`config.mk`:
```
export PLATFORM = sky130hd
export DESIGN_NAME = parallel_code_qualifier_history_top
export DESIGN_NICKNAME = d
export VERILOG_FILES = /design/src/design/pcq_pkg.sv /design/src/design/pcq_cfg.sv /design/src/design/pcq_core.sv /design/src/design/parallel_code_qualifier_history_top.sv
export VERILOG_INCLUDE_DIRS = /design/src /design/src/design
export SDC_FILE = /design/constraint.sdc
export NUM_CORES = 1
export LEC_CHECK = 0
export BUFFER_PORTS_ARGS = -buffer_cell sky130_fd_sc_hd__buf_2
export CAP_MARGIN = 20
export CORE_MARGIN = 5
export CORE_UTILIZATION = 59
export DETAILED_ROUTE_END_ITERATION = 8
export PLACE_DENSITY = 0.79
export SLEW_MARGIN = 20
export SYNTH_ARGS = -nofsm -noshare
export SYNTH_HDL_FRONTEND = slang
export SYNTH_HIERARCHICAL = 1
export SYNTH_SLANG_ARGS = --single-unit
```
`constraint.sdc`:
```
create_clock -name clk -period 7.4 [get_ports clk]
set_input_delay 1.85 -clock clk [delete_from_list [all_inputs] [get_ports clk]]
set_output_delay 1.85 -clock clk [all_outputs]
set_load 0.02 [all_outputs]
```
`src/design/parallel_code_qualifier_history_top_defines.svh`:
```
`ifndef PARALLEL_CODE_QUALIFIER_HISTORY_TOP_DEFINES_SVH
`define PARALLEL_CODE_QUALIFIER_HISTORY_TOP_DEFINES_SVH

// Same-cycle check: when ante holds at a clock edge, cons must hold at that edge.
`define PCQ_ASSERT_NOW(label, ante, cons, msg) \
	label: assert property (@(posedge clk) disable iff (!arst_n) (ante) |-> (cons)) \
		else $error(msg);

// Next-cycle check: when ante holds at a clock edge, cons must hold at the edge after it.
`define PCQ_ASSERT_NEXT(label, ante, cons, msg) \
	label: assert property (@(posedge clk) disable iff (!arst_n) (ante) |=> (cons)) \
		else $error(msg);

`endif

```
`src/design/pcq_pkg.sv`:
```
`default_nettype none

package pcq_pkg;

	localparam int CODE_W    = 4;
	localparam int STATE_W   = 5;
	localparam int SLOT_W    = 5;
	localparam int TIME_W    = 32;
	localparam int HOLDOFF_W = 16;
	localparam int REPEAT_W  = 8;
	localparam int PATTERN_W = 20;
	localparam int CFG_IDX_W = 2;
	localparam int CFG_DATA_W = PATTERN_W;

	localparam int HISTORY_DEPTH_DEF = 4;

	localparam logic [STATE_W-1:0] NONE_CODE = STATE_W'(16);

	localparam logic [HOLDOFF_W-1:0] HOLDOFF_RST = HOLDOFF_W'(50);
	localparam logic [REPEAT_W-1:0]  REPEAT_RST  = REPEAT_W'(50);
	localparam logic [PATTERN_W-1:0] PATTERN_RST = PATTERN_W'(541200);

	localparam logic [CFG_IDX_W-1:0] REG_HOLDOFF = CFG_IDX_W'(0);
	localparam logic [CFG_IDX_W-1:0] REG_REPEATS = CFG_IDX_W'(1);
	localparam logic [CFG_IDX_W-1:0] REG_PATTERN = CFG_IDX_W'(2);

	typedef struct packed {
		logic [HOLDOFF_W-1:0] holdoff_ms;
		logic [REPEAT_W-1:0]  required_repeats;
		logic [PATTERN_W-1:0] match_pattern;
	} cfg_t;

	typedef struct packed {
		logic [STATE_W-1:0] current_state;
		logic [STATE_W-1:0] previous_state;
		logic               changed;
		logic [TIME_W-1:0]  elapsed_ms;
		logic               sequence_match;
	} res_t;

endpackage

`default_nettype wire

```
`src/design/pcq_cfg.sv`:
```
`default_nettype none

module pcq_cfg (
	input  wire logic                            clk,
	input  wire logic                            arst_n,
	input  wire logic                            wr_en,
	input  wire logic [pcq_pkg::CFG_IDX_W-1:0]   wr_index,
	input  wire logic [pcq_pkg::CFG_DATA_W-1:0]  wr_data,
	output pcq_pkg::cfg_t                        cfg
);

	pcq_pkg::cfg_t cfg_q;

	always_ff @(posedge clk or negedge arst_n) begin
		if (!arst_n) begin
			cfg_q.holdoff_ms       <= pcq_pkg::HOLDOFF_RST;
			cfg_q.required_repeats <= pcq_pkg::REPEAT_RST;
			cfg_q.match_pattern    <= pcq_pkg::PATTERN_RST;
		end else if (wr_en) begin
			// Indexes past the last register are dropped.
			unique case (wr_index)
				pcq_pkg::REG_HOLDOFF: begin
					cfg_q.holdoff_ms <= wr_data[pcq_pkg::HOLDOFF_W-1:0];
				end
				pcq_pkg::REG_REPEATS: begin
					cfg_q.required_repeats <= wr_data[pcq_pkg::REPEAT_W-1:0];
				end
				pcq_pkg::REG_PATTERN: begin
					cfg_q.match_pattern <= wr_data[pcq_pkg::PATTERN_W-1:0];
				end
				default: begin
				end
			endcase
		end
	end

	assign cfg = cfg_q;

endmodule

`default_nettype wire

```
`src/design/pcq_core.sv`:
```
`default_nettype none

module pcq_core #(
	parameter int HISTORY_DEPTH = pcq_pkg::HISTORY_DEPTH_DEF
) (
	input  wire logic                         clk,
	input  wire logic                         arst_n,
	input  wire logic                         fire,
	input  wire logic [pcq_pkg::CODE_W-1:0]   code,
	input  wire logic [pcq_pkg::TIME_W-1:0]   now_ms,
	input  pcq_pkg::cfg_t                     cfg,
	output pcq_pkg::res_t                     res
);

	localparam int HIST_W = pcq_pkg::SLOT_W * HISTORY_DEPTH;
	localparam int CMP_W  = (HIST_W > pcq_pkg::PATTERN_W) ? HIST_W : pcq_pkg::PATTERN_W;

	logic [pcq_pkg::STATE_W-1:0]  accepted_q;
	logic [pcq_pkg::STATE_W-1:0]  prior_q;
	logic [pcq_pkg::STATE_W-1:0]  last_seen_q;
	logic [pcq_pkg::REPEAT_W-1:0] repeat_q;
	logic [pcq_pkg::TIME_W-1:0]   change_time_q;
	logic [pcq_pkg::SLOT_W-1:0]   history_q [HISTORY_DEPTH];

	logic [pcq_pkg::STATE_W-1:0] code_ext;
	logic [pcq_pkg::TIME_W-1:0]  elapsed_old;
	logic                        holdoff_hit;
	logic                        same_code;
	logic                        below_count;
	logic                        change;
	logic [HIST_W-1:0]           hist_new;
	logic                        pattern_hit;

	assign code_ext    = pcq_pkg::STATE_W'(code);
	assign elapsed_old = now_ms - change_time_q;
	assign holdoff_hit = (elapsed_old <= pcq_pkg::TIME_W'(cfg.holdoff_ms))
		&& (accepted_q != pcq_pkg::NONE_CODE);
	assign same_code   = (code_ext == last_seen_q);
	assign below_count = (repeat_q < cfg.required_repeats);
	// Outside holdoff, a new code is taken once its run reached the threshold and recurs.
	assign change      = !holdoff_hit && same_code && !below_count && (code_ext != accepted_q);

	// History as it stands after a change, newest slot in the low bits.
	always_comb begin
		hist_new[pcq_pkg::SLOT_W-1:0] = code_ext;
		for (int i = 1; i < HISTORY_DEPTH; i++) begin
			hist_new[i*pcq_pkg::SLOT_W +: pcq_pkg::SLOT_W] = history_q[i-1];
		end
	end

	assign pattern_hit = (CMP_W'(hist_new) == CMP_W'(cfg.match_pattern));

	always_ff @(posedge clk or negedge arst_n) begin
		if (!arst_n) begin
			accepted_q    <= pcq_pkg::NONE_CODE;
			prior_q       <= pcq_pkg::NONE_CODE;
			last_seen_q   <= pcq_pkg::NONE_CODE;
			repeat_q      <= '0;
			change_time_q <= '0;
			for (int i = 0; i < HISTORY_DEPTH; i++) begin
				history_q[i] <= pcq_pkg::NONE_CODE;
			end
		end else if (fire) begin
			if (!holdoff_hit) begin
				if (!same_code) begin
					repeat_q    <= pcq_pkg::REPEAT_W'(1);
					last_seen_q <= code_ext;
				end else if (below_count) begin
					repeat_q <= repeat_q + pcq_pkg::REPEAT_W'(1);
				end
			end
			if (change) begin
				change_time_q <= now_ms;
				prior_q       <= accepted_q;
				accepted_q    <= code_ext;
				for (int i = 1; i < HISTORY_DEPTH; i++) begin
					history_q[i] <= history_q[i-1];
				end
				history_q[0] <= code_ext;
			end
		end
	end

	always_comb begin
		res.current_state  = change ? code_ext : accepted_q;
		res.previous_state = change ? accepted_q : prior_q;
		res.changed        = change;
		res.elapsed_ms     = change ? '0 : elapsed_old;
		res.sequence_match = change && pattern_hit;
	end

endmodule

`default_nettype wire

```
`src/design/parallel_code_qualifier_history_top.sv`:
```
// Channel | Direction | Handshake            | Payload
// in      | input     | in_valid / in_stall   | code, now_ms
// out     | output    | out_valid / out_stall | current_state, previous_state, changed,
//         |           |                       | elapsed_ms, sequence_match
// cfg     | input     | cfg_valid / cfg_ready | cfg_index, cfg_data
//
// One poll per cycle is sustained while out_stall is low; a poll passes through the input
// register, then the result register, before its result is valid on the out channel.
// The debounce state updates when an item moves from the input to the result register.
// The configuration port is always ready. Reset is asynchronous and restores the
// register defaults and the "nothing accepted" state.
// While out_stall holds, the input register still fills once before in_stall rises.
`default_nettype none
`include "parallel_code_qualifier_history_top_defines.svh"

module parallel_code_qualifier_history_top #(
	parameter int HISTORY_DEPTH = pcq_pkg::HISTORY_DEPTH_DEF
) (
	input  wire logic                             clk,
	input  wire logic                             arst_n,

	input  wire logic                             in_valid,
	output logic                                  in_stall,
	input  wire logic [pcq_pkg::CODE_W-1:0]       code,
	input  wire logic [pcq_pkg::TIME_W-1:0]       now_ms,

	output logic                                  out_valid,
	input  wire logic                             out_stall,
	output logic [pcq_pkg::STATE_W-1:0]           current_state,
	output logic [pcq_pkg::STATE_W-1:0]           previous_state,
	output logic                                  changed,
	output logic [pcq_pkg::TIME_W-1:0]            elapsed_ms,
	output logic                                  sequence_match,

	input  wire logic                             cfg_valid,
	output logic                                  cfg_ready,
	input  wire logic [pcq_pkg::CFG_IDX_W-1:0]    cfg_index,
	input  wire logic [pcq_pkg::CFG_DATA_W-1:0]   cfg_data
);

	logic                          valid_s1;
	logic [pcq_pkg::CODE_W-1:0]    code_s1;
	logic [pcq_pkg::TIME_W-1:0]    now_s1;
	logic                          valid_s2;
	pcq_pkg::res_t                 res_s2;

	logic                          adv;
	logic                          fire;
	logic                          in_take;
	pcq_pkg::cfg_t                 cfg;
	pcq_pkg::res_t                 res_next;

	// The result register can load when it is empty or its transfer completes now.
	assign adv      = !valid_s2 || !out_stall;
	assign fire     = valid_s1 && adv;
	assign in_stall = valid_s1 && !adv;
	assign in_take  = in_valid && !in_stall;
	assign cfg_ready = 1'b1;

	pcq_cfg u_cfg (
		.clk      (clk),
		.arst_n   (arst_n),
		.wr_en    (cfg_valid && cfg_ready),
		.wr_index (cfg_index),
		.wr_data  (cfg_data),
		.cfg      (cfg)
	);

	pcq_core #(
		.HISTORY_DEPTH (HISTORY_DEPTH)
	) u_core (
		.clk    (clk),
		.arst_n (arst_n),
		.fire   (fire),
		.code   (code_s1),
		.now_ms (now_s1),
		.cfg    (cfg),
		.res    (res_next)
	);

	always_ff @(posedge clk or negedge arst_n) begin
		if (!arst_n) begin
			valid_s1 <= 1'b0;
		end else if (!valid_s1 || adv) begin
			valid_s1 <= in_take;
		end
	end

	always_ff @(posedge clk) begin
		if (in_take) begin
			code_s1 <= code;
			now_s1  <= now_ms;
		end
	end

	always_ff @(posedge clk or negedge arst_n) begin
		if (!arst_n) begin
			valid_s2 <= 1'b0;
		end else if (adv) begin
			valid_s2 <= valid_s1;
		end
	end

	always_ff @(posedge clk) begin
		if (fire) begin
			res_s2 <= res_next;
		end
	end

	assign out_valid      = valid_s2;
	assign current_state  = res_s2.current_state;
	assign previous_state = res_s2.previous_state;
	assign changed        = res_s2.changed;
	assign elapsed_ms     = res_s2.elapsed_ms;
	assign sequence_match = res_s2.sequence_match;

	`PCQ_ASSERT_NOW(a_match_needs_change, out_valid && sequence_match, changed, "match without change")
	`PCQ_ASSERT_NOW(a_change_resets_time, out_valid && changed, (elapsed_ms == '0) && (current_state != previous_state), "bad change result")
	`PCQ_ASSERT_NOW(a_stall_only_when_full, in_stall, valid_s1 && valid_s2, "input stalled with room")
	`PCQ_ASSERT_NEXT(a_s1_moves_to_s2, fire, valid_s2, "stage 1 item lost")

endmodule

`default_nettype wire
```
==> flow_summary_export.csv, run 1 <==
group,metric,value,unit
synth,synth_nets,925,
setup_path,cp-end-kind,"flop",
die,rows,48,
die,die-area,0.0200,mm^2
detailed_routing,vias,6487,
grt,grt.total_usage,0.218,
detailed_routing,routed_via_density,5.65,
hold_path,hold_path.class,"reg2reg",
clock_tree,cts_sinks,196,
sta,period_needed,5.34,ns
clock_tree,clock_path_buffers,2,
synth,yosysTopAreaCellShare,0.246,
placed_design,place_hpwl,14.9,mm
sta,slew_viol_final,0,
clock_tree,ctsHoldBuffers,0,
grt,antenna_found_initial,0,
clock_tree,numCtsBuffers,17,
status,status,"complete, no violations",
synth,avgSynthCellArea,12.6,um^2
pwr,ir_worst_vdd,0.186,mV
sta,setup_violations,0,
final_layout,area_growth_syn_to_layout,12.3,%
setup_path,critPathKind,"reg2reg",
detailed_routing,first_pass_iters,5,
setup_path,reg2reg_from,"now_s1[2]$_DFFE_PP_",
setup_path,path_cells,"ha_1, nor2b_1, o31ai_2, a21o_1, nand2_1, a21o_1, a21oi_1, xnor2_1, ha_1, nand4_1, nor3_1, a2111oi_0, o2111ai_1, nor4_4, nand4_4, nand2_1, mux2_2",
sta,fmax,187,MHz
detailed_routing,drt_iter0_drc,449,
grt,grt_pass1_vias,6473,
setup_path,cp.arrival,5.53,ns
clock_tree,cts_root_buf,"clkbuf_16",
synth,synth_edf_count,80,
sta,hold_viol,0,
clock_tree,cts_resized,0,
final_layout,final_nets,1029,
synth,async_flop_share,0.592,
detailed_routing,drt_wl_total,21.0,mm
sta,rsz0062_at_grt,"false",
synth,synth-seq-cells,196,
synth,synth_top_flop_cell,"dfrtp_1",
detailed_routing,ant_nets,0,
synth,yosysWarnings,6,
sta,finalSetupTns,0,ns
synth,synthTopCellsByArea,"dfrtp_1, edfxtp_1, mux2_2, ha_1, mux2_4",
detailed_routing,drc,0,
hold_path,holdCritStartpoint,"u_core/last_seen_q[4]$_DFFE_PN1P_",
setup_path,cp_max_fo,26,
clock_tree,postCtsSetupRepairBufs,0,
flow_run,max-cap-violations,0,
die,core_area,0.0171,mm^2
final_layout,drive_gt1_frac,0.324,
setup_path,critPathSlowestCell,"nand2_1",
sta,fin_crit_sh,0.721,
final_layout,nFillCells,1274,
setup_path,slowest_delay,0.73,ns
setup_path,cp-startpoint,"now_s1[2]$_DFFE_PP_",
synth,ys_seq_area_frac,0.523,
grt,grt-ovfl-total,0,
setup_path,startpoint_type,"flop",
placed_design,port_buffers,108,
synth,netlist_instances,806,
setup_path,critical_path_required,7.59,ns
detailed_routing,wl_per_cell,18.3,um
clock_tree,htree_levels,4,
placed_design,gp_congestion,0.879,
sta,worstMarginPinSlew,1.06,ns
sta,finClkSkew,0.0132,ns
pwr,p_leak,4.94,nW
sta,relSlewSlack,0.292,
synth,yosys.cell_types.count,72,
grt,grt_pass1_wl,34.2,mm
clock_tree,clk_pin_slew_worst_paths,0.07,ns
synth,synthTopCellsByCount,"dfrtp_1, edfxtp_1, mux2_2, inv_1, ha_1",
die,die_h,141,um
synth,synth_top_area_cell,"dfrtp_1",
final_layout,diodes,0,
die,die_x,141,um
synth,synth_area,0.0102,mm^2
grt,grt_max_degree,71,
pwr,power_density,247,mW/mm^2
final_layout,multi_input_area,0.00446,mm^2
sta,holdWs,0.488,ns
die,initial_utilization,0.595,
die,ioPinCount,110,
clock_tree,cts_tree,"yes",
synth,synth_most_common_cell,"dfrtp_1",
final_layout,register_area,0.00533,mm^2
clock_tree,clk_latency,0.44,ns
==> path summary, 6_finish.rpt <==
check                           slack [ns]                                    to  cells after the start
max in group asynchronous             4.63  u_core/change_time_q[31]$_DFFE_PN0P_                      2
worst max register to register        2.06           previous_state[3]$_DFFE_PP_                     17
worst min-delay path                  0.49     u_core/last_seen_q[4]$_DFFE_PN1P_                      1
worst min register to register        0.49     u_core/last_seen_q[4]$_DFFE_PN1P_                      1
min in group asynchronous             1.43             u_cfg/cfg[17]$_DFFE_PN0P_                      1
worst max-delay path                  2.06           previous_state[3]$_DFFE_PP_                     17
==> layout by cell type, fill, tap and decap left out, drive strengths merged, types with 8 or more instances in the layout <==
master and count:
and2 23, edfxtp 80, xor2 17, buf 112, nand2 44, nand4 13
a21o 13, clkbuf 18, ha 55, nor2 26, clkinv 8, dfstp 16
xnor2 40, dfrtp 100, inv 66, a21oi 51, mux2 111, nor2b 10
o21ai 21, nand3 12
==> critical path: cells and delay by family (launching register included) <==
family	cells	cell delay [ns]
compound gates	6	1.61
simple gates	7	1.80
xor+xnor	1	0.17
fa+ha+maj	2	0.65
flops	1	0.40
mux	1	0.42
==> cell families (layout without fill, tap and decap cells) <==
| logic type | count (synthesis) | count (layout) | synth area share |
|---|---|---|---|
| adder cells (fa/ha/maj) | 56 | 56 | 0.0696 |
| buffers and inverters | 88 | 205 | 0.0398 |
| XOR/XNOR | 57 | 57 | 0.0498 |
| multiplexers | 112 | 112 | 0.138 |
| AND/OR/NAND/NOR | 155 | 155 | 0.0838 |
| flip-flops | 196 | 196 | 0.523 |
| other | 1 | 1 | 0.000368 |
| AO/OA/AOI/OAI | 141 | 141 | 0.0959 |
==> metrics by stage <==
step / setup WS [ns] / utilization / cells / cell area (um^2) / total power (W)
2_1_floorplan: 0.788 / - / 806 / 10200 / 0.00178
3_3_place_gp: 2.35 / 0.635 / 1116 / 10900 / 0.00196
3_5_place_dp: 2.20 / 0.635 / 1116 / 10900 / 0.00196
4_1_cts: 2.13 / 0.668 / 1148 / 11400 / 0.00285
5_1_grt: 1.70 / 0.668 / 1148 / 11400 / 0.00297
6_report: 2.06 / 0.668 / 1148 / 11400 / 0.00283
==> layer usage <==
metal | vias to the layer above | share of wire | track usage
met5 | - | 0 | 0
met4 | 0 | 0.017 | 0.0648
met2 | 174 | 0.47 | 0.349
met1 | 3191 | 0.47 | 0.309
met3 | 35 | 0.044 | 0.0374
li1 | 3087 | - | -
==> registers in the layout, summed over array words and instances, names as in the netlist, 8 cells and up <==
| signal | count |
|---|---|
| elapsed_ms | 32 |
| u_core/hist_new | 15 |
| now_s1 | 32 |
| u_cfg/cfg | 44 |
| u_core/repeat_q | 8 |
| u_core/change_time_q | 32 |
==> power breakdown <==
| part | internal (W) | leakage (nW) | switching [W] |
|---|---|---|---|
| sequential | 0.00127 | 2.23 | 0.0000677 |
| clock | 0.000450 | 0.275 | 0.000427 |
| combinational | 0.000264 | 2.43 | 0.000349 |
==> layout make-up <==
type,count,area share
flip-flops and latches,196,0.466
clock buffers,18,0.0384
well taps,225,0.0246
multi-input cells,522,0.390
repair buffers,112,0.0501
clock inverters,14,0.0109
inverters,61,0.0200
Power figures use the tool's default switching activity.
==> run 2, diff against run 1 <==
CORE_UTILIZATION = 54   (was 59)
PLACE_DENSITY = 0.76   (was 0.79)
clock period = 4.35 ns   (was 7.4 ns; I/O delays follow)
==> flow_summary_export.csv, run 2 (synthesis results as in run 1) <==
group,metric,value,unit
die,core_area,0.0186,mm^2
grt,grt_pass1_vias,7006,
grt,grt_max_degree,68,
detailed_routing,wl_per_cell,19.1,um
final_layout,area_growth_syn_to_layout,21.9,%
clock_tree,clk_latency,0.44,ns
die,die_x,147,um
die,initial_utilization,0.546,
status,violations,"setup timing",
setup_path,startpoint_type,"flop",
placed_design,pre_cts_ws,-0.414,ns
placed_design,placed_cell_area,0.0114,mm^2
detailed_routing,ant_nets,0,
clock_tree,cts_sinks,196,
pwr,power_density,415,mW/mm^2
placed_design,gp_congestion,0.903,
placed_design,port_buffers,108,
sta,rsz0062_at_grt,"true",
grt,grt.total_usage,0.216,
clock_tree,cts_root_buf,"clkbuf_16",
clock_tree,ctsHoldBuffers,0,
sta,finClkSkew,0.0112,ns
setup_path,critical_path_required,4.67,ns
detailed_routing,drc,0,
flow_run,max-cap-violations,0,
clock_tree,clk_pin_slew_worst_paths,0.07,ns
sta,setup_violations,65,
pwr,ir_worst_vdd,0.289,mV
sta,fmax,225,MHz
setup_path,cp_max_fo,9,
final_layout,final_nets,1101,
grt,grt_pass1_wl,36.9,mm
final_layout,drive_gt1_frac,0.398,
die,die-area,0.0217,mm^2
sta,fin_crit_sh,1.02,
final_layout,design_area,0.0124,mm^2
clock_tree,cts_tree,"yes",
sta,timing.final.ws_setup,-0.0858,ns
sta,hold_viol,0,
sta,relSlewSlack,0.261,
setup_path,cp-end-kind,"flop",
die,ioPinCount,110,
sta,period_needed,4.44,ns
sta,slew_viol_final,0,
hold_path,hold_path.class,"reg2reg",
clock_tree,htree_levels,4,
final_layout,diodes,0,
detailed_routing,routed_via_density,5.59,
grt,antenna_found_initial,0,
detailed_routing,vias,6868,
final_layout,largest_register_ffs,44,
detailed_routing,first_pass_iters,6,
final_layout,final_common_cell,"buf_2",
status,status,"complete, but fails checks",
sta,worstMarginPinSlew,1.10,ns
placed_design,place_hpwl,16.2,mm
sta,finalSetupTns,-4.02,ns
die,rows,50,
clock_tree,clock_path_buffers,2,
grt,grt-ovfl-total,0,
final_layout,layout_common_cells,"buf_2, dfrtp_1, edfxtp_1",
die,die_h,147,um
setup_path,critPathKind,"reg2reg",
detailed_routing,drt_wl_total,23.5,mm
clock_tree,numCtsBuffers,17,
setup_path,cp.arrival,4.76,ns
detailed_routing,drt_iter0_drc,448,
pwr,p_leak,5.41,nW
[run 2: cell count changes in the layout (fill, tap and decap cells not counted), sizes merged]
cell      previous run  this run
clkbuf              18        26
clkinv               8         3
inv                 66        65
nand2               44        45
bufinv               0         2
clkinvlp             1         0
buf                112       180
[run 2: metal layers]
metal	up-vias	global-route usage	part of all wire
li1	3248	-	-
met1	3374	0.290	0.45
met2	209	0.358	0.48
met3	37	0.0453	0.049
met4	0	0.0652	0.022
met5	-	0	0
[run 2: power by group]
part / leakage, nW / internal (W) / switching (W)
logic: 2.86 / 0.000568 / 0.000649
registers: 2.23 / 0.00217 / 0.000124
clock network: 0.309 / 0.000953 / 0.000685
[run 2: per-stage QoR]
stage / cells / total power [W] / hold WS, ns / utilization
3_3_place_gp: 1180 / 0.00341 / 0.474 / 0.609
2_1_floorplan: 806 / 0.00303 / 0.464 / -
6_report: 1229 / 0.00514 / 0.489 / 0.665
3_5_place_dp: 1180 / 0.00344 / 0.476 / 0.609
5_1_grt: 1229 / 0.00539 / 0.508 / 0.665
4_1_cts: 1216 / 0.00513 / 0.489 / 0.651
[run 2: worst max-delay path: stages, from the launching register on]
cell and delay [ns]:
dfrtp_1 0.38, inv_1 0.10, ha_4 0.21, buf_4 0.15, o211a_1 0.24, o31ai_4 0.08
a21o_1 0.19, nand2_1 0.08, a21o_1 0.21, a21oi_2 0.17, xnor2_2 0.16, ha_1 0.28
nand4_1 0.13, nor3_2 0.08, a2111oi_4 0.31, o2111ai_2 0.18, nor4_4 0.39, nand4_4 0.17
and3_4 0.33, clkbuf_16 0.20, mux2_4 0.29
[run 2: cell type report]
| class | count | area [um^2] |
|---|---|---|
| Fill cell | 1382 | 6240 |
| Sequential cell | 196 | 5330 |
| Multi-Input combinational cell | 523 | 4680 |
| Timing Repair Buffer | 183 | 1250 |
| Clock buffer | 23 | 510 |
| Tap cell | 234 | 293 |
| Inverter | 61 | 229 |
| Clock inverter | 9 | 113 |
[run 2: final timing paths]
kind | to | depth (start not counted) | slack [ns] | startpoint
max | u_core/hist_new[12]$_DFFE_PN0P_ | 20 | -0.09 | u_core/change_time_q[3]$_DFFE_PN0P_
min | u_core/last_seen_q[4]$_DFFE_PN1P_ | 1 | 0.49 | u_core/last_seen_q[4]$_DFFE_PN1P_
max reg2reg | u_core/hist_new[12]$_DFFE_PN0P_ | 20 | -0.09 | u_core/change_time_q[3]$_DFFE_PN0P_
min reg2reg | u_core/last_seen_q[4]$_DFFE_PN1P_ | 1 | 0.49 | u_core/last_seen_q[4]$_DFFE_PN1P_
max in group asynchronous | u_core/prior_q[4]$_DFFE_PN1P_ | 2 | 2.83 | arst_n
min in group asynchronous | out_valid$_DFFE_PN0P_ | 1 | 0.68 | arst_n
[run 2: what timing repair did]
action                                  4_1_cts  5_1_grt
gates resized for setup                      22       21
cloned                                        1        4
pin swaps                                    19       13
endpoints found under the setup margin      105       96
setup buffers                                 4       11
